===== src/rlrd_pkg.sv =====
// Shared constants and types for the run-length decoder.
package rlrd_pkg;

  localparam int OUT_LANES  = 4;
  localparam int SIZE_WIDTH = 32;
  localparam int CNT_W      = 8;
  localparam int LANE_W     = $clog2(OUT_LANES + 1);
  localparam int Q_DEPTH    = 4;
  localparam int Q_AW       = $clog2(Q_DEPTH);

  localparam logic [1:0] ST_OK        = 2'd0;
  localparam logic [1:0] ST_TRUNCATED = 2'd1;
  localparam logic [1:0] ST_OVERRUN   = 2'd2;
  localparam logic [1:0] ST_MISMATCH  = 2'd3;

  localparam logic [6:0] LOW7 = 7'h7F;

  // One decode job for the back end: count copies of value, then the
  // status if the job closes a stream. A count of zero carries status only.
  typedef struct packed {
    logic [7:0]       value;
    logic [CNT_W-1:0] count;
    logic             eos;
    logic [1:0]       status;
  } rlrd_cmd_t;

endpackage


===== src/rle_run_decoder.sv =====
// Top level of the run-length decoder: front end, job queue and back end.
//
// Compressed bytes enter through a queue-like port: a byte transfers when
// push is high and full is low; end_of_stream marks the last byte of a stream.
// Decoded bytes leave through a second queue-like port: the oldest beat sits
// on out_bytes, byte_count and the flags while empty is low, and transfers
// when pop is high. Up to four bytes leave per beat, the first in bits 7:0.
// The expected size is written through cfg_write and cfg_data while idle.
// A byte that produces output passes through the job queue, the back end's
// current job and the output beat register before its first beat shows. The
// front end takes one byte per cycle while the four-entry job queue has room;
// the back end issues one beat per cycle while the receiver keeps up, so a
// literal byte takes one beat and a repeat run of n bytes takes ceil(n / 4)
// beats of the output port. A long repeat run therefore fills the queue and holds full.
// When the receiver stalls, the current beat holds and the back end, then the
// queue, then the input port back up in turn. Reset empties both ports, clears
// the stream state and sets the expected size to zero.
module rle_run_decoder (
  input  logic        clk,
  input  logic        rst,
  input  logic        cfg_write,
  input  logic [31:0] cfg_data,
  input  logic        push,
  output logic        full,
  input  logic [7:0]  in_byte,
  input  logic        end_of_stream,
  output logic        empty,
  input  logic        pop,
  output logic [31:0] out_bytes,
  output logic [2:0]  byte_count,
  output logic        last_of_run,
  output logic        stream_done,
  output logic [1:0]  status
);
  import rlrd_pkg::*;

  logic      accept;
  logic      job_push;
  rlrd_cmd_t new_job;
  logic      has_job;
  logic      job_pop;
  rlrd_cmd_t head_job;

  assign accept = push && !full;

  rlrd_front u_front (
    .clk           (clk),
    .rst           (rst),
    .cfg_write     (cfg_write),
    .cfg_data      (cfg_data),
    .accept        (accept),
    .in_byte       (in_byte),
    .end_of_stream (end_of_stream),
    .job_push      (job_push),
    .job           (new_job)
  );

  rlrd_queue u_queue (
    .clk     (clk),
    .rst     (rst),
    .wr_en   (job_push),
    .wr_job  (new_job),
    .full    (full),
    .rd_en   (job_pop),
    .has_job (has_job),
    .rd_job  (head_job)
  );

  rlrd_back u_back (
    .clk         (clk),
    .rst         (rst),
    .has_job     (has_job),
    .job         (head_job),
    .job_pop     (job_pop),
    .empty       (empty),
    .pop         (pop),
    .out_bytes   (out_bytes),
    .byte_count  (byte_count),
    .last_of_run (last_of_run),
    .stream_done (stream_done),
    .status      (status)
  );

endmodule


===== src/rlrd_front.sv =====
// Front end: parses command bytes, checks sizes and queues decode jobs.
module rlrd_front (
  input  logic               clk,
  input  logic               rst,
  input  logic               cfg_write,
  input  logic [31:0]        cfg_data,
  input  logic               accept,
  input  logic [7:0]         in_byte,
  input  logic               end_of_stream,
  output logic               job_push,
  output rlrd_pkg::rlrd_cmd_t job
);
  import rlrd_pkg::*;

  typedef enum logic [1:0] {
    PH_CMD = 2'd0,
    PH_REP = 2'd1,
    PH_LIT = 2'd2
  } phase_t;

  logic [31:0]           expected_size;
  phase_t                phase, phase_next;
  logic [6:0]            literal_left, literal_left_next;
  logic [SIZE_WIDTH-1:0] decoded_count, decoded_count_next;
  logic [1:0]            error_code, error_code_next;

  logic [SIZE_WIDTH-1:0] limit;
  logic [CNT_W-1:0]      addend;
  logic [SIZE_WIDTH:0]   sum;
  logic                  overrun;
  logic                  data_push;
  logic [CNT_W-1:0]      data_count;
  logic [1:0]            final_status;

  assign limit   = expected_size[SIZE_WIDTH-1:0];
  assign sum     = {1'b0, decoded_count} + (SIZE_WIDTH + 1)'(addend);
  assign overrun = sum > {1'b0, limit};

  always_comb begin
    case (phase)
      PH_REP:  addend = CNT_W'(literal_left) + CNT_W'(2);
      PH_LIT:  addend = CNT_W'(1);
      default: addend = CNT_W'(in_byte[6:0]) + CNT_W'(1);
    endcase
  end

  always_comb begin
    phase_next         = phase;
    literal_left_next  = literal_left;
    decoded_count_next = decoded_count;
    error_code_next    = error_code;
    data_push          = 1'b0;
    data_count         = '0;
    if (error_code == ST_OK) begin
      case (phase)
        PH_REP: begin
          if (overrun) begin
            error_code_next = ST_OVERRUN;
          end else begin
            data_push          = 1'b1;
            data_count         = addend;
            decoded_count_next = sum[SIZE_WIDTH-1:0];
          end
          literal_left_next = '0;
          phase_next        = PH_CMD;
        end
        PH_LIT: begin
          data_push          = 1'b1;
          data_count         = CNT_W'(1);
          decoded_count_next = sum[SIZE_WIDTH-1:0];
          if (literal_left == '0) begin
            phase_next = PH_CMD;
          end else begin
            literal_left_next = literal_left - 7'd1;
            if (end_of_stream) error_code_next = ST_TRUNCATED;
          end
        end
        default: begin
          if (in_byte[7]) begin
            literal_left_next = in_byte[6:0] & LOW7;
            phase_next        = PH_REP;
            if (end_of_stream) error_code_next = ST_TRUNCATED;
          end else if (overrun) begin
            error_code_next = ST_OVERRUN;
          end else begin
            literal_left_next = in_byte[6:0];
            phase_next        = PH_LIT;
            if (end_of_stream) error_code_next = ST_TRUNCATED;
          end
        end
      endcase
    end
  end

  always_comb begin
    if (error_code_next != ST_OK) begin
      final_status = error_code_next;
    end else if (decoded_count_next != limit) begin
      final_status = ST_MISMATCH;
    end else begin
      final_status = ST_OK;
    end
  end

  // Every accepted byte that yields data, or ends a stream, becomes one job.
  assign job_push   = accept && (data_push || end_of_stream);
  assign job.value  = in_byte;
  assign job.count  = data_count;
  assign job.eos    = end_of_stream;
  assign job.status = end_of_stream ? final_status : ST_OK;

  always_ff @(posedge clk) begin
    if (rst) begin
      expected_size <= '0;
      phase         <= PH_CMD;
      literal_left  <= '0;
      decoded_count <= '0;
      error_code    <= ST_OK;
    end else begin
      if (cfg_write) expected_size <= cfg_data;
      if (accept) begin
        if (end_of_stream) begin
          phase         <= PH_CMD;
          literal_left  <= '0;
          decoded_count <= '0;
          error_code    <= ST_OK;
        end else begin
          phase         <= phase_next;
          literal_left  <= literal_left_next;
          decoded_count <= decoded_count_next;
          error_code    <= error_code_next;
        end
      end
    end
  end

endmodule


===== src/rlrd_queue.sv =====
// Short job queue between the parsing front end and the expanding back end.
module rlrd_queue (
  input  logic                clk,
  input  logic                rst,
  input  logic                wr_en,
  input  rlrd_pkg::rlrd_cmd_t wr_job,
  output logic                full,
  input  logic                rd_en,
  output logic                has_job,
  output rlrd_pkg::rlrd_cmd_t rd_job
);
  import rlrd_pkg::*;

  rlrd_cmd_t     slots [Q_DEPTH];
  logic [Q_AW-1:0] wr_ptr;
  logic [Q_AW-1:0] rd_ptr;
  logic [Q_AW:0]   fill;

  assign full    = fill == (Q_AW + 1)'(Q_DEPTH);
  assign has_job = fill != '0;
  assign rd_job  = slots[rd_ptr];

  always_ff @(posedge clk) begin
    if (wr_en) slots[wr_ptr] <= wr_job;
  end

  always_ff @(posedge clk) begin
    if (rst) begin
      wr_ptr <= '0;
      rd_ptr <= '0;
      fill   <= '0;
    end else begin
      if (wr_en) wr_ptr <= wr_ptr + Q_AW'(1);
      if (rd_en) rd_ptr <= rd_ptr + Q_AW'(1);
      case ({wr_en, rd_en})
        2'b10:   fill <= fill + (Q_AW + 1)'(1);
        2'b01:   fill <= fill - (Q_AW + 1)'(1);
        default: fill <= fill;
      endcase
    end
  end

endmodule


===== src/rlrd_back.sv =====
// Back end: expands queued jobs into packed output beats.
module rlrd_back (
  input  logic                clk,
  input  logic                rst,
  input  logic                has_job,
  input  rlrd_pkg::rlrd_cmd_t job,
  output logic                job_pop,
  output logic                empty,
  input  logic                pop,
  output logic [31:0]         out_bytes,
  output logic [2:0]          byte_count,
  output logic                last_of_run,
  output logic                stream_done,
  output logic [1:0]          status
);
  import rlrd_pkg::*;

  rlrd_cmd_t        cur;
  logic             cur_valid;
  logic [CNT_W-1:0] remaining;
  logic             out_valid;

  logic              emit;
  logic              beat_last;
  logic [LANE_W-1:0] beat_count;
  logic [31:0]       beat_bytes;

  assign beat_last  = remaining <= CNT_W'(OUT_LANES);
  assign beat_count = beat_last ? LANE_W'(remaining) : LANE_W'(OUT_LANES);
  assign emit       = cur_valid && (!out_valid || pop);
  assign job_pop    = has_job && (!cur_valid || (emit && beat_last));
  assign empty      = !out_valid;

  always_comb begin
    for (int i = 0; i < 4; i++) begin
      beat_bytes[8*i +: 8] = (i < int'(beat_count)) ? cur.value : 8'h00;
    end
  end

  always_ff @(posedge clk) begin
    if (rst) begin
      cur_valid <= 1'b0;
      out_valid <= 1'b0;
    end else begin
      if (job_pop) begin
        cur_valid <= 1'b1;
        cur       <= job;
        remaining <= job.count;
      end else if (emit) begin
        if (beat_last) cur_valid <= 1'b0;
        remaining <= remaining - CNT_W'(beat_count);
      end
      if (emit) begin
        out_valid   <= 1'b1;
        out_bytes   <= beat_bytes;
        byte_count  <= 3'(beat_count);
        last_of_run <= beat_last;
        stream_done <= beat_last && cur.eos;
        status      <= (beat_last && cur.eos) ? cur.status : ST_OK;
      end else if (pop) begin
        out_valid <= 1'b0;
      end
    end
  end

endmodule

===== config.mk =====
export PLATFORM = sky130hd
export DESIGN_NAME = rle_run_decoder
export DESIGN_NICKNAME = d
export VERILOG_FILES = /design/src/rlrd_pkg.sv /design/src/rle_run_decoder.sv /design/src/rlrd_front.sv /design/src/rlrd_queue.sv /design/src/rlrd_back.sv
export SDC_FILE = /design/constraint.sdc
export NUM_CORES = 1
export LEC_CHECK = 0
export ABC_AREA = 1
export BUFFER_PORTS_ARGS = -buffer_cell sky130_fd_sc_hd__buf_2
export CORE_ASPECT_RATIO = 1.75
export CORE_MARGIN = 4
export CORE_UTILIZATION = 61
export CTS_CLUSTER_DIAMETER = 100
export DETAILED_ROUTE_END_ITERATION = 10
export GPL_TIMING_DRIVEN = 0
export PLACE_DENSITY = 0.81
export SLEW_MARGIN = 5
export SYNTH_ARGS = -nofsm -noshare
export SYNTH_HDL_FRONTEND = slang
export SYNTH_SLANG_ARGS = --single-unit

===== constraint.sdc =====
create_clock -name clk -period 7.7 [get_ports clk]
set_input_delay 0.77 -clock clk [delete_from_list [all_inputs] [get_ports clk]]
set_output_delay 0.77 -clock clk [all_outputs]
set_load 0.03 [all_outputs]

==> summary.txt, run 1 <==
Yosys
  – Asr flop ratio synth: 0%
  – Mapped Area: 11,950 um2
  – Top_reg_cell synth: edfxtp_1
  – FF+latch count, synth: between 200 and 250
  – Sequential-to-total area share from yosys stat: 48.09%
  – Avg Cell Area, Syn: 8.155 um2
  – Post-synthesis net count: around 1,600
  – YS warnings: 0
  – Synthesized instance count: 1,465
  – Yosys cell types: 48
  – Post-synth EDFFs: 134

Setup path
  – Worst path most repeated cell: nand2_1
  – Startpoint Class: flop
  – Critical Path Max Stage Delay: approximately 0.70 ns
  – CP Capture Type: flop
  – Worst r2r path cells: 35
  – Critical path arrival: 7.48 ns
  – Worst setup path endpoint: u_queue.fill[1]
  – Max Fanout on Critical Path: 10
  – Worst setup path startpoint: u_front.phase[0]
  – Worst r2r src: u_front.phase[0]
  – Crit Reg-Reg Endpoint: u_queue.fill[1]
  – Required @ worst endpoint: approximately 8 ns
  – R2R setup slack: 0.64 ns
  – Kind of critical path: reg -> reg
  – CP max stage cell: o21ai_0

STA
  – # setup viols final: 0
  – Final-report max-slew violation count: 0
  – Final TNS setup: 0 ns
  – Post-route setup slack: 0.6408 ns
  – Final hold viol count: 0
  – Layout Skew: approximately 0.023 ns
  – Worst-Margin Slew: 1.192 ns
  – Tcrit/Tclk final: about nine tenths
  – Slew HR: between 20% and 30%
  – RSZ-0062 raised after global routing: false
  – Min Tclk post-route: 7.059 ns
  – Peak Freq: 141.7 MHz

Layout
  – FILL cells: 1,518
  – Share of cells above drive strength 1: 10.62%
  – N_diodes: 0
  – Final net count: 1,679
  – Synth-to-layout area growth: 12.55%
  – Most frequent cells in the layout: nand2_1, inv_1, nor2_1
  – Most common cell after layout, fill and taps aside: nand2_1

Route
  – TritonRoute pass-1 iters: 6
  – Final ANT Viol Nets: 0
  – Initial DRC count: 799
  – Post-DR vias/cell: 5.728
  – Drt total wl: 34,080 um
  – Via count: about 10,000
  – WL/cell: 18.60 um
  – Remaining DRCs: 0

Floorplanning
  – IO Pins: 87
  – # rows: 67
  – Core area: roughly 19,000 um2
  – Vert. Die Dim: 193.1 um
  – Die Width: ~110 um
  – Die area: 21,980 um2
  – Starting Density: 62.24%

Flow run
  – Max_cap viols: 0

Clock network
  – Worst skew pair latency: 0.51 ns
  – Hold buffer count at cts: 0
  – Clock Sinks: 220
  – H-tree levels: 1
  – Post-cts sizing count: 0
  – CTS buffer count: 20
  – Clock root buffer master: clkbuf_16
  – Post-CTS setup buffer count: 0
  – CTS tree: done
  – Clk slew on worst S/H paths: 0.07 ns
  – Clock Tree Buf Depth: 3

Placed design
  – Pre-CTS setup slack: 0.6648 ns
  – HPWL reported at the end of detailed placement: 26,360 um
  – Port bufs: 85
  – RePlAce Congestion: 0.9624

Power and ir drop
  – Maximum vdd drop: 0.2059 mV
  – P_leak: 5.795 nW
  – P per Cell Area: 281.7 nW/um2

Status
  – Status: complete, no violations

GRT
  – First-pass GRT wire length: 52,940 um
  – Grt ovf: 0
  – GRT Overall Usage: 31.15%
  – Vias in the first global route: 10,584
  – Initial antenna violation count: 0
  – Largest net degree at the start of global routing: 39

Worst hold path
  – HP Class: reg -> reg
==> how the worst min path moves through the flow <==
stage	from	endpoint	slack (ns)	depth (start not counted)
after floorplan	u_queue.fill[1]	u_queue.fill[1]	0.46	2
after global placement	u_queue.fill[1]	u_queue.fill[1]	0.47	2
after detailed placement	u_queue.fill[1]	u_queue.fill[1]	0.48	2
after CTS	u_queue.fill[1]	u_queue.fill[1]	0.49	2
after global routing	u_front.decoded_count[0]	u_front.decoded_count[0]	0.52	2
final	u_queue.fill[1]	u_queue.fill[1]	0.49	2
==> report_power, final <==
part / switching (W) / total, W / leakage [nW] / internal, W
combinational: 0.000878 / 0.00123 / 3.54 / 0.000356
clock: 0.000437 / 0.00102 / 0.312 / 0.000581
sequential: 0.0000765 / 0.00154 / 1.94 / 0.00146
==> cells in the mapped netlist (6+ instances only) <==
master,n,area (um2)
nand4_1,14,87.58
edfxtp_1,134,4024
nor3_1,14,70.07
nand2_2,6,37.54
nand3_2,8,80.08
xnor2_1,8,70.07
nand2_1,334,1254
a211oi_1,8,60.06
a21oi_1,109,545.5
xor2_1,27,236.5
nor2_1,166,623.1
nand3_1,91,455.4
inv_1,173,649.4
o22ai_1,20,125.1
ha_1,54,675.7
o21ai_1,8,40.04
dfxtp_1,86,1722
o21ai_0,90,450.4
clkbuf_1,40,150.1
==> flip-flops by register name, summed over array words and instances (netlist names), named ones only <==
register,cells
u_queue.slots,76
u_back.out_bytes,32
u_front.decoded_count,32
u_front.expected_size,32
u_back.cur,11
u_back.remaining,8
u_front.literal_left,7
u_back.byte_count,3
u_queue.fill,3
u_back.status,2
u_front.error_code,2
u_front.phase,2
u_queue.rd_ptr,2
u_queue.wr_ptr,2
u_back.cur_valid,1
u_back.last_of_run,1
u_back.out_valid,1
u_back.stream_done,1
==> per-stage QoR <==
stage / hold slack [ns] / util (%) / power (W) / area [um2] / cells
6_report: 0.4937 / 70.05 / 0.003788 / 13450 / 1832
5_1_grt: 0.5178 / 70.05 / 0.003973 / 13450 / 1832
4_1_cts: 0.4933 / 70.05 / 0.003779 / 13450 / 1832
3_5_place_dp: 0.4787 / 66.60 / 0.002764 / 12780 / 1796
3_3_place_gp: 0.4717 / 66.02 / 0.002711 / 12670 / 1791
2_1_floorplan: 0.4585 / - / 0.002366 / 11950 / 1465
==> routing by layer <==
metal	vias up	routed length, um	global-route usage [%]
met5	-	0	0
met2	428	18890	61.87
met3	157	1595	3.310
met4	0	2791	22.86
met1	4819	10800	28.16
li1	5089	-	-
==> cell families (layout without fill, tap and decap cells) <==
| logic type | count (synthesis) | count (layout) | share of synthesized area (%) |
|---|---|---|---|
| AO/OA/AOI/OAI | 262 | 262 | 11.96 |
| XOR/XNOR | 35 | 35 | 2.566 |
| adder cells (fa/ha/maj) | 56 | 56 | 5.990 |
| buffers and inverters | 233 | 359 | 7.718 |
| flip-flops | 220 | 220 | 48.09 |
| other | 1 | 1 | 0.03139 |
| AND/OR/NAND/NOR | 658 | 658 | 23.65 |
==> worst max-delay path, delay by kind of cell (launching register included) <==
family / cells / cell delay [ns]
AO/OA/AOI/OAI: 6 / 1.97
adder cells (fa/ha/maj): 5 / 1.68
AND/OR/NAND/NOR: 15 / 1.63
buffers and inverters: 8 / 1.08
flip-flops: 1 / 0.35
XOR/XNOR: 1 / 0.26
==> cell type report <==
| class | instances | area [um2] | share of cell area, % |
|---|---|---|---|
| flip-flops and latches | 220 | 5746 | 42.73 |
| multi-input cells | 1012 | 5298 | 39.40 |
| inverters | 182 | 683.2 | 5.081 |
| clock buffers | 28 | 561.8 | 4.178 |
| repair buffers | 90 | 518.0 | 3.852 |
| well taps | 241 | 301.5 | 2.242 |
| plain buffers | 51 | 239.0 | 1.777 |
| clock inverters | 8 | 100.1 | 0.7444 |
(Power assumes the default switching activity.)
==> inputs of run 2 (changes only) <==
==> constraint.sdc (replaced) <==
create_clock -name clk -period 7.45 [get_ports clk]
set_input_delay 0.745 -clock clk [delete_from_list [all_inputs] [get_ports clk]]
set_output_delay 0.745 -clock clk [all_outputs]
set_load 0.03 [all_outputs]
==> run 2 against run 1 <==
Compared with the run above:
- sequential share of layout area about the same
- via count about the same
- non-clock buffer count unchanged
- combinational power up 4%
- hold slack worse by 0.0013 ns
- die area unchanged
- clock skew up 0.0014 ns
==> summary.txt, run 2 (synthesis results as in run 1) <==
STA
  – RSZ-0062 raised after global routing: false (unchanged)
  – Post-route setup slack: 0.6152 ns (was 0.6408 ns)
  – Final TNS setup: 0 ns (unchanged)
  – Peak Freq: 146.3 MHz (was 141.7 MHz)
  – Layout Skew: 0.02415 ns (was 0.02279 ns)
  – Min Tclk post-route: 6.835 ns (was 7.059 ns)
  – Worst-Margin Slew: 1.193 ns (was 1.192 ns)
  – Final hold viol count: 0 (unchanged)
  – Slew HR: 19.94% (was 20.02%)
  – # setup viols final: 0 (unchanged)
  – Final-report max-slew violation count: 0 (unchanged)
  – Tcrit/Tclk final: 91.74% (was 91.68%)

Layout
  – Final net count: 1,679 (unchanged)
  – Top reg by flops: u_queue.slots (unchanged)
  – Most common cell after layout, fill and taps aside: nand2_1 (unchanged)
  – N_diodes: 0 (unchanged)
  – Most frequent cells in the layout: nand2_1, inv_1, nor2_1 (unchanged)
  – Number of flip-flops in the largest register: 76 (unchanged)
  – Synth-to-layout area growth: 12.56% (was 12.55%)
  – Share of cells above drive strength 1: 10.69% (was 10.62%)

Setup path
  – Worst path most repeated cell: inv_1 (was nand2_1)
  – Worst setup path startpoint: u_front.phase[1] (was u_front.phase[0])
  – Crit Reg-Reg Endpoint: u_queue.fill[1] (unchanged)
  – Kind of critical path: reg -> reg (unchanged)
  – Startpoint Class: flop (unchanged)
  – Worst r2r path cells: 36 (was 35)
  – Critical path arrival: 7.26 ns (was 7.48 ns)
  – CP max stage cell: a21oi_1 (was o21ai_0)
  – Worst setup path endpoint: u_queue.fill[1] (unchanged)
  – Required @ worst endpoint: 7.87 ns (was 8.12 ns)
  – R2R setup slack: 0.62 ns (was 0.64 ns)
  – Worst r2r src: u_front.phase[1] (was u_front.phase[0])
  – Critical Path Max Stage Delay: 0.60 ns (was 0.70 ns)
  – CP Capture Type: flop (unchanged)
  – Max Fanout on Critical Path: 10 (unchanged)

Route
  – WL/cell: 18.60 um (about the same)
  – Post-DR vias/cell: 5.730 (was 5.728)
  – Initial DRC count: 798 (was 799)
  – TritonRoute pass-1 iters: 6 (unchanged)
  – Final ANT Viol Nets: 0 (unchanged)
  – Via count: 10,497 (was 10,493)
  – Drt total wl: 34,070 um (was 34,080 um)
  – Remaining DRCs: 0 (unchanged)

Clock network
  – Clk slew on worst S/H paths: 0.07 ns (about the same)
  – Clock root buffer master: clkbuf_16 (unchanged)
  – Worst skew pair latency: 0.51 ns (about the same)
  – Post-CTS setup buffer count: 0 (unchanged)
  – H-tree levels: 1 (unchanged)
  – CTS buffer count: 20 (unchanged)
  – Clock Tree Buf Depth: 3 (unchanged)
  – CTS tree: done (unchanged)
  – Clock Sinks: 220 (unchanged)

GRT
  – Vias in the first global route: 10,584 (unchanged)
  – First-pass GRT wire length: 52,940 um (unchanged)
  – GRT Overall Usage: 31.15% (unchanged)
  – Initial antenna violation count: 0 (unchanged)
  – Largest net degree at the start of global routing: 39 (unchanged)
  – Grt ovf: 0 (unchanged)

Power and ir drop
  – Clock Power Share: 26.9% (about the same)
  – P_int: 0.002478 W (was 0.002396 W)
  – Maximum vdd drop: 0.2129 mV (was 0.2059 mV)
  – Switching portion of total power: 36.74% (about the same)
  – Combinational share of power: 32.6% (about the same)
  – Reg power frac: 40.5% (about the same)
  – P_leak: 5.799 nW (was 5.795 nW)
  – Sw power: 0.001439 W (was 0.001392 W)
  – P per Cell Area: 291.3 nW/um2 (was 281.7 nW/um2)
  – Final Power: 0.003917 W (was 0.003788 W)

Floorplanning
  – # rows: 67 (unchanged)
  – Die area: 21,980 um2 (unchanged)
  – Core area: 19,200 um2 (unchanged)
  – Die Width: 113.8 um (unchanged)
  – Vert. Die Dim: 193.1 um (unchanged)
  – Starting Density: 62.24% (unchanged)
  – IO Pins: 87 (unchanged)

Worst hold path
  – HP Class: in -> reg (was reg -> reg)
  – HP Start: end_of_stream (was u_queue.fill[1])

Placed design
  – Port bufs: 85 (unchanged)
  – RePlAce Congestion: 0.9624 (unchanged)
  – HPWL reported at the end of detailed placement: 26,360 um (unchanged)
  – Pre-CTS setup slack: 0.4398 ns (was 0.6648 ns)

Status
  – Status: complete, no violations (unchanged)

Flow run
  – Max_cap viols: 0 (unchanged)
[run 2: power groups by stage]
stage	clock network, W	logic (W)	registers, W
global placement	0	0.00119	0.00161
global route	0.00111	0.00140	0.00160
CTS	0.00106	0.00126	0.00159
finish	0.00105	0.00128	0.00159
floorplan	0	0.000783	0.00166
detailed placement	0	0.00125	0.00161
[run 2: worst max-delay path: cells and delay by family (launching register included)]
kind                     cells  cell delay (ns)
AND/OR/NAND/NOR             16             1.82
XOR/XNOR                     1             0.26
AO/OA/AOI/OAI                6             1.78
adder cells (fa/ha/maj)      5             1.70
flip-flops                   1             0.33
buffers and inverters        8             0.86
[run 2: area by class of cell]
type | count | area (um2)
Fill cell | 1517 | 5749
Sequential cell | 220 | 5746
Multi-Input combinational cell | 1012 | 5298
Inverter | 182 | 683.2
Clock buffer | 28 | 561.8
Timing Repair Buffer | 90 | 518.0
Tap cell | 241 | 301.5
Buffer | 51 | 240.2
Clock inverter | 8 | 100.1
[run 2: through the flow]
| stage | instances | instance area [um2] | utilization [%] | hold WS, ns |
|---|---|---|---|---|
| floorplan | 1465 | 11950 | - | 0.4585 |
| global placement | 1791 | 12670 | 66.02 | 0.4717 |
| detailed placement | 1796 | 12780 | 66.60 | 0.4787 |
| CTS | 1832 | 13450 | 70.05 | 0.4875 |
| global route | 1832 | 13450 | 70.05 | 0.4949 |
| finish | 1832 | 13450 | 70.05 | 0.4924 |
[run 2: what timing repair did]
item / in CTS / in global routing
endpoints found under the setup margin: 0 / 2
hold buffers: 0 / 0
gates resized for setup: 0 / 4
[run 2: layer usage]
| metal | vias up | global-route usage (%) | routed length [um] |
|---|---|---|---|
| met4 | 0 | 22.86 | 2776 |
| met5 | - | 0 | 0 |
| met1 | 4827 | 28.16 | 10720 |
| met2 | 425 | 61.87 | 18930 |
| met3 | 156 | 3.310 | 1644 |
| li1 | 5089 | - | - |
[run 2: worst min-delay path by stage]
| stage | endpoint | slack, ns | depth (start not counted) |
|---|---|---|---|
| finish | u_queue.slots[0][2] | 0.49 | 1 |
| global route | u_queue.slots[3][2] | 0.49 | 1 |
| CTS | u_queue.slots[3][2] | 0.49 | 1 |
| detailed placement | u_queue.fill[1] | 0.48 | 2 |
| global placement | u_queue.fill[1] | 0.47 | 2 |
| floorplan | u_queue.fill[1] | 0.46 | 2 |
==> inputs of run 3 (changes only) <==
--- a/config.mk
+++ b/config.mk
@@ -12,8 +12,7 @@
 export CORE_UTILIZATION = 61
 export CTS_CLUSTER_DIAMETER = 100
 export DETAILED_ROUTE_END_ITERATION = 10
-export GPL_TIMING_DRIVEN = 0
-export PLACE_DENSITY = 0.81
+export PLACE_DENSITY_LB_ADDON = 0.05
 export SLEW_MARGIN = 5
 export SYNTH_ARGS = -nofsm -noshare
 export SYNTH_HDL_FRONTEND = slang
==> run 3 against run 2 <==
Compared with the run above:
- non-clock buffer count is 42 lower
- die area is the same
- largest cell class unchanged
- sequential share of layout area is 0.52 points higher
- critical path depth fell by 2
- clock skew shrank 0.0040 ns
- flip-flop and latch count is the same
- setup slack improved by 0.39 ns
- highest routed layer unchanged
- combinational power down 9%
- fmax grew 6.1%
==> summary.txt, run 3 (synthesis results as in run 1) <==
Status
  – Status: complete, no violations (unchanged)

STA
  – Final TNS setup: 0 ns (unchanged)
  – Layout Skew: 0.02014 ns (was 0.02415 ns)
  – RSZ-0062 raised after global routing: false (unchanged)
  – Post-route setup slack: 1.008 ns (was 0.6152 ns)
  – # setup viols final: 0 (unchanged)
  – Final hold viol count: 0 (unchanged)
  – Tcrit/Tclk final: 86.47% (was 91.74%)
  – Slew HR: 28.89% (was 19.94%)
  – Final-report max-slew violation count: 0 (unchanged)
  – Min Hold Slack: 0.4930 ns (was 0.4924 ns)
  – Min Tclk post-route: 6.442 ns (was 6.835 ns)
  – Peak Freq: 155.2 MHz (was 146.3 MHz)
  – Worst-Margin Slew: 1.064 ns (was 1.193 ns)

Clock network
  – CTS tree: done (unchanged)
  – Worst skew pair latency: 0.51 ns (about the same)
  – Clock Tree Buf Depth: 3 (unchanged)
  – Clock root buffer master: clkbuf_16 (unchanged)
  – Hold buffer count at cts: 0 (unchanged)
  – H-tree levels: 1 (unchanged)
  – Post-cts sizing count: 0 (unchanged)
  – Post-CTS setup buffer count: 0 (unchanged)
  – Clk slew on worst S/H paths: 0.07 ns (about the same)
  – Clock Sinks: 220 (unchanged)
  – CTS buffer count: 21 (was 20)

Layout
  – Share of cells above drive strength 1: 11.09% (was 10.69%)
  – Most common cell after layout, fill and taps aside: nand2_1 (unchanged)
  – FILL cells: 1,593 (was 1,517)
  – Most frequent cells in the layout: nand2_1, inv_1, nor2_1 (unchanged)
  – Top reg by flops: u_queue.slots (unchanged)
  – Number of flip-flops in the largest register: 76 (unchanged)
  – Synth-to-layout area growth: 11.19% (was 12.56%)
  – Final net count: 1,638 (was 1,679)
  – N_diodes: 0 (unchanged)
  – Design area: 13,290 um2 (was 13,450 um2)

Setup path
  – Required @ worst endpoint: 7.84 ns (was 7.87 ns)
  – Max Fanout on Critical Path: 33 (was 10)
  – CP max stage cell: ha_1 (was a21oi_1)
  – Critical path arrival: 6.83 ns (was 7.26 ns)
  – Kind of critical path: reg -> reg (unchanged)
  – R2R setup slack: 1.01 ns (was 0.62 ns)
  – Worst r2r src: u_front.phase[0] (was u_front.phase[1])
  – Worst path most repeated cell: nand2_1 (was inv_1)
  – Critical Path Max Stage Delay: 0.53 ns (was 0.60 ns)
  – Crit Reg-Reg Endpoint: u_queue.fill[2] (was u_queue.fill[1])
  – Worst r2r path cells: 34 (was 36)
  – Startpoint Class: flop (unchanged)
  – CP Capture Type: flop (unchanged)

Power and ir drop
  – P per Cell Area: 291.5 nW/um2 (was 291.3 nW/um2)
  – P_int: 0.002496 W (was 0.002478 W)
  – Reg power frac: 40.9% (was 40.5%)
  – Final Power: 0.003873 W (was 0.003917 W)
  – Combinational share of power: 30.1% (was 32.6%)
  – Switching portion of total power: 35.56% (was 36.74%)
  – Clock Power Share: 29.0% (was 26.9%)
  – Sw power: 0.001377 W (was 0.001439 W)
  – Maximum vdd drop: 0.2725 mV (was 0.2129 mV)
  – P_leak: 5.754 nW (was 5.799 nW)

Route
  – Drt total wl: 30,930 um (was 34,070 um)
  – Final ANT Viol Nets: 0 (unchanged)
  – Remaining DRCs: 0 (unchanged)
  – Initial DRC count: 659 (was 798)
  – Via count: 10,119 (was 10,497)
  – Post-DR vias/cell: 5.647 (was 5.730)
  – TritonRoute pass-1 iters: 6 (unchanged)
  – WL/cell: 17.26 um (was 18.60 um)

GRT
  – First-pass GRT wire length: 49,300 um (was 52,940 um)
  – Grt ovf: 0 (unchanged)
  – Initial antenna violation count: 0 (unchanged)
  – Vias in the first global route: 9,959 (was 10,584)
  – GRT Overall Usage: 28.43% (was 31.15%)
  – Largest net degree at the start of global routing: 65 (was 39)

Worst hold path
  – HP Class: reg -> reg (was in -> reg)
  – WHS Path Cells: 2 (was 1)
  – HP Start: u_queue.fill[1] (was end_of_stream)
  – WHS Endpoint: u_queue.fill[1] (was u_queue.slots[0][2])

Floorplanning
  – Die area: 21,980 um2 (unchanged)
  – Vert. Die Dim: 193.1 um (unchanged)
  – IO Pins: 87 (unchanged)
  – Core area: 19,200 um2 (unchanged)
  – Starting Density: 62.24% (unchanged)
  – Die Width: 113.8 um (unchanged)
  – # rows: 67 (unchanged)

Flow run
  – Max_cap viols: 0 (unchanged)

Placed design
  – Port bufs: 86 (was 85)
  – HPWL reported at the end of detailed placement: 22,560 um (was 26,360 um)
  – RePlAce Congestion: 1.037 (was 0.9624)
  – Post-DP Area: 12,560 um2 (was 12,780 um2)
  – Pre-CTS setup slack: 1.003 ns (was 0.4398 ns)
run 3: cell types whose count changed in the layout (fill, tap and decap cells not counted), moves of 4 or more:
cell      before  now
clkbuf_1      45    2
buf_4          0   13
buf_2         90   86
buf_6          4    0
buf_8          4    0
nor2_2         8    4
run 3: metrics by stage:
stage                     utilization [%]  cells
after floorplan                         -   1465
after global placement              65.41   1754
after detailed placement            65.41   1754
after CTS                           69.20   1792
after global routing                69.20   1792
final                               69.20   1792
run 3: worst max path at each step:
stage | startpoint | endpoint | slack (ns) | cells past startpoint
after floorplan | u_front.phase[0] | u_queue.slots[0][0] | 1.77 | 37
after global placement | in_byte[2] | u_queue.slots[0][0] | 1.04 | 39
final | u_front.phase[0] | u_queue.fill[2] | 1.01 | 34
after detailed placement | in_byte[2] | u_queue.slots[0][0] | 1.00 | 39
after global routing | u_front.phase[0] | u_queue.fill[2] | 0.38 | 39
after CTS | u_front.phase[0] | u_queue.fill[2] | 1.06 | 34
run 3: power by group through the flow:
stage | sequential (W) | combinational (W) | clock [W]
final | 0.00158 | 0.00117 | 0.00112
after global routing | 0.00160 | 0.00131 | 0.00119
after CTS | 0.00158 | 0.00117 | 0.00113
after detailed placement | 0.00161 | 0.00116 | 0
after global placement | 0.00160 | 0.00114 | 0
after floorplan | 0.00166 | 0.000783 | 0
run 3: area by class of cell:
type | instances | area, um2 | area share, %
flip-flops and latches | 220 | 5746 | 43.25
multi-input cells | 1012 | 5299 | 39.89
inverters | 182 | 683.2 | 5.142
clock buffers | 24 | 558.0 | 4.200
repair buffers | 99 | 528.0 | 3.974
well taps | 241 | 301.5 | 2.270
clock inverters | 14 | 170.2 | 1.281
run 3: critical path: cells and delay by family (launching register included):
family / cells / cell delay, ns
fa+ha+maj: 5 / 1.75
buf+inv: 6 / 0.83
simple gates: 14 / 1.62
flops: 1 / 0.34
xor+xnor: 1 / 0.19
compound gates: 8 / 1.60
run 3: layer usage:
metal  global-route usage [%]  routed length [um]
met4                    18.06                2116
met1                    27.21               10440
met3                    3.529                1361
met2                    55.83               17010
met5                        0                   0
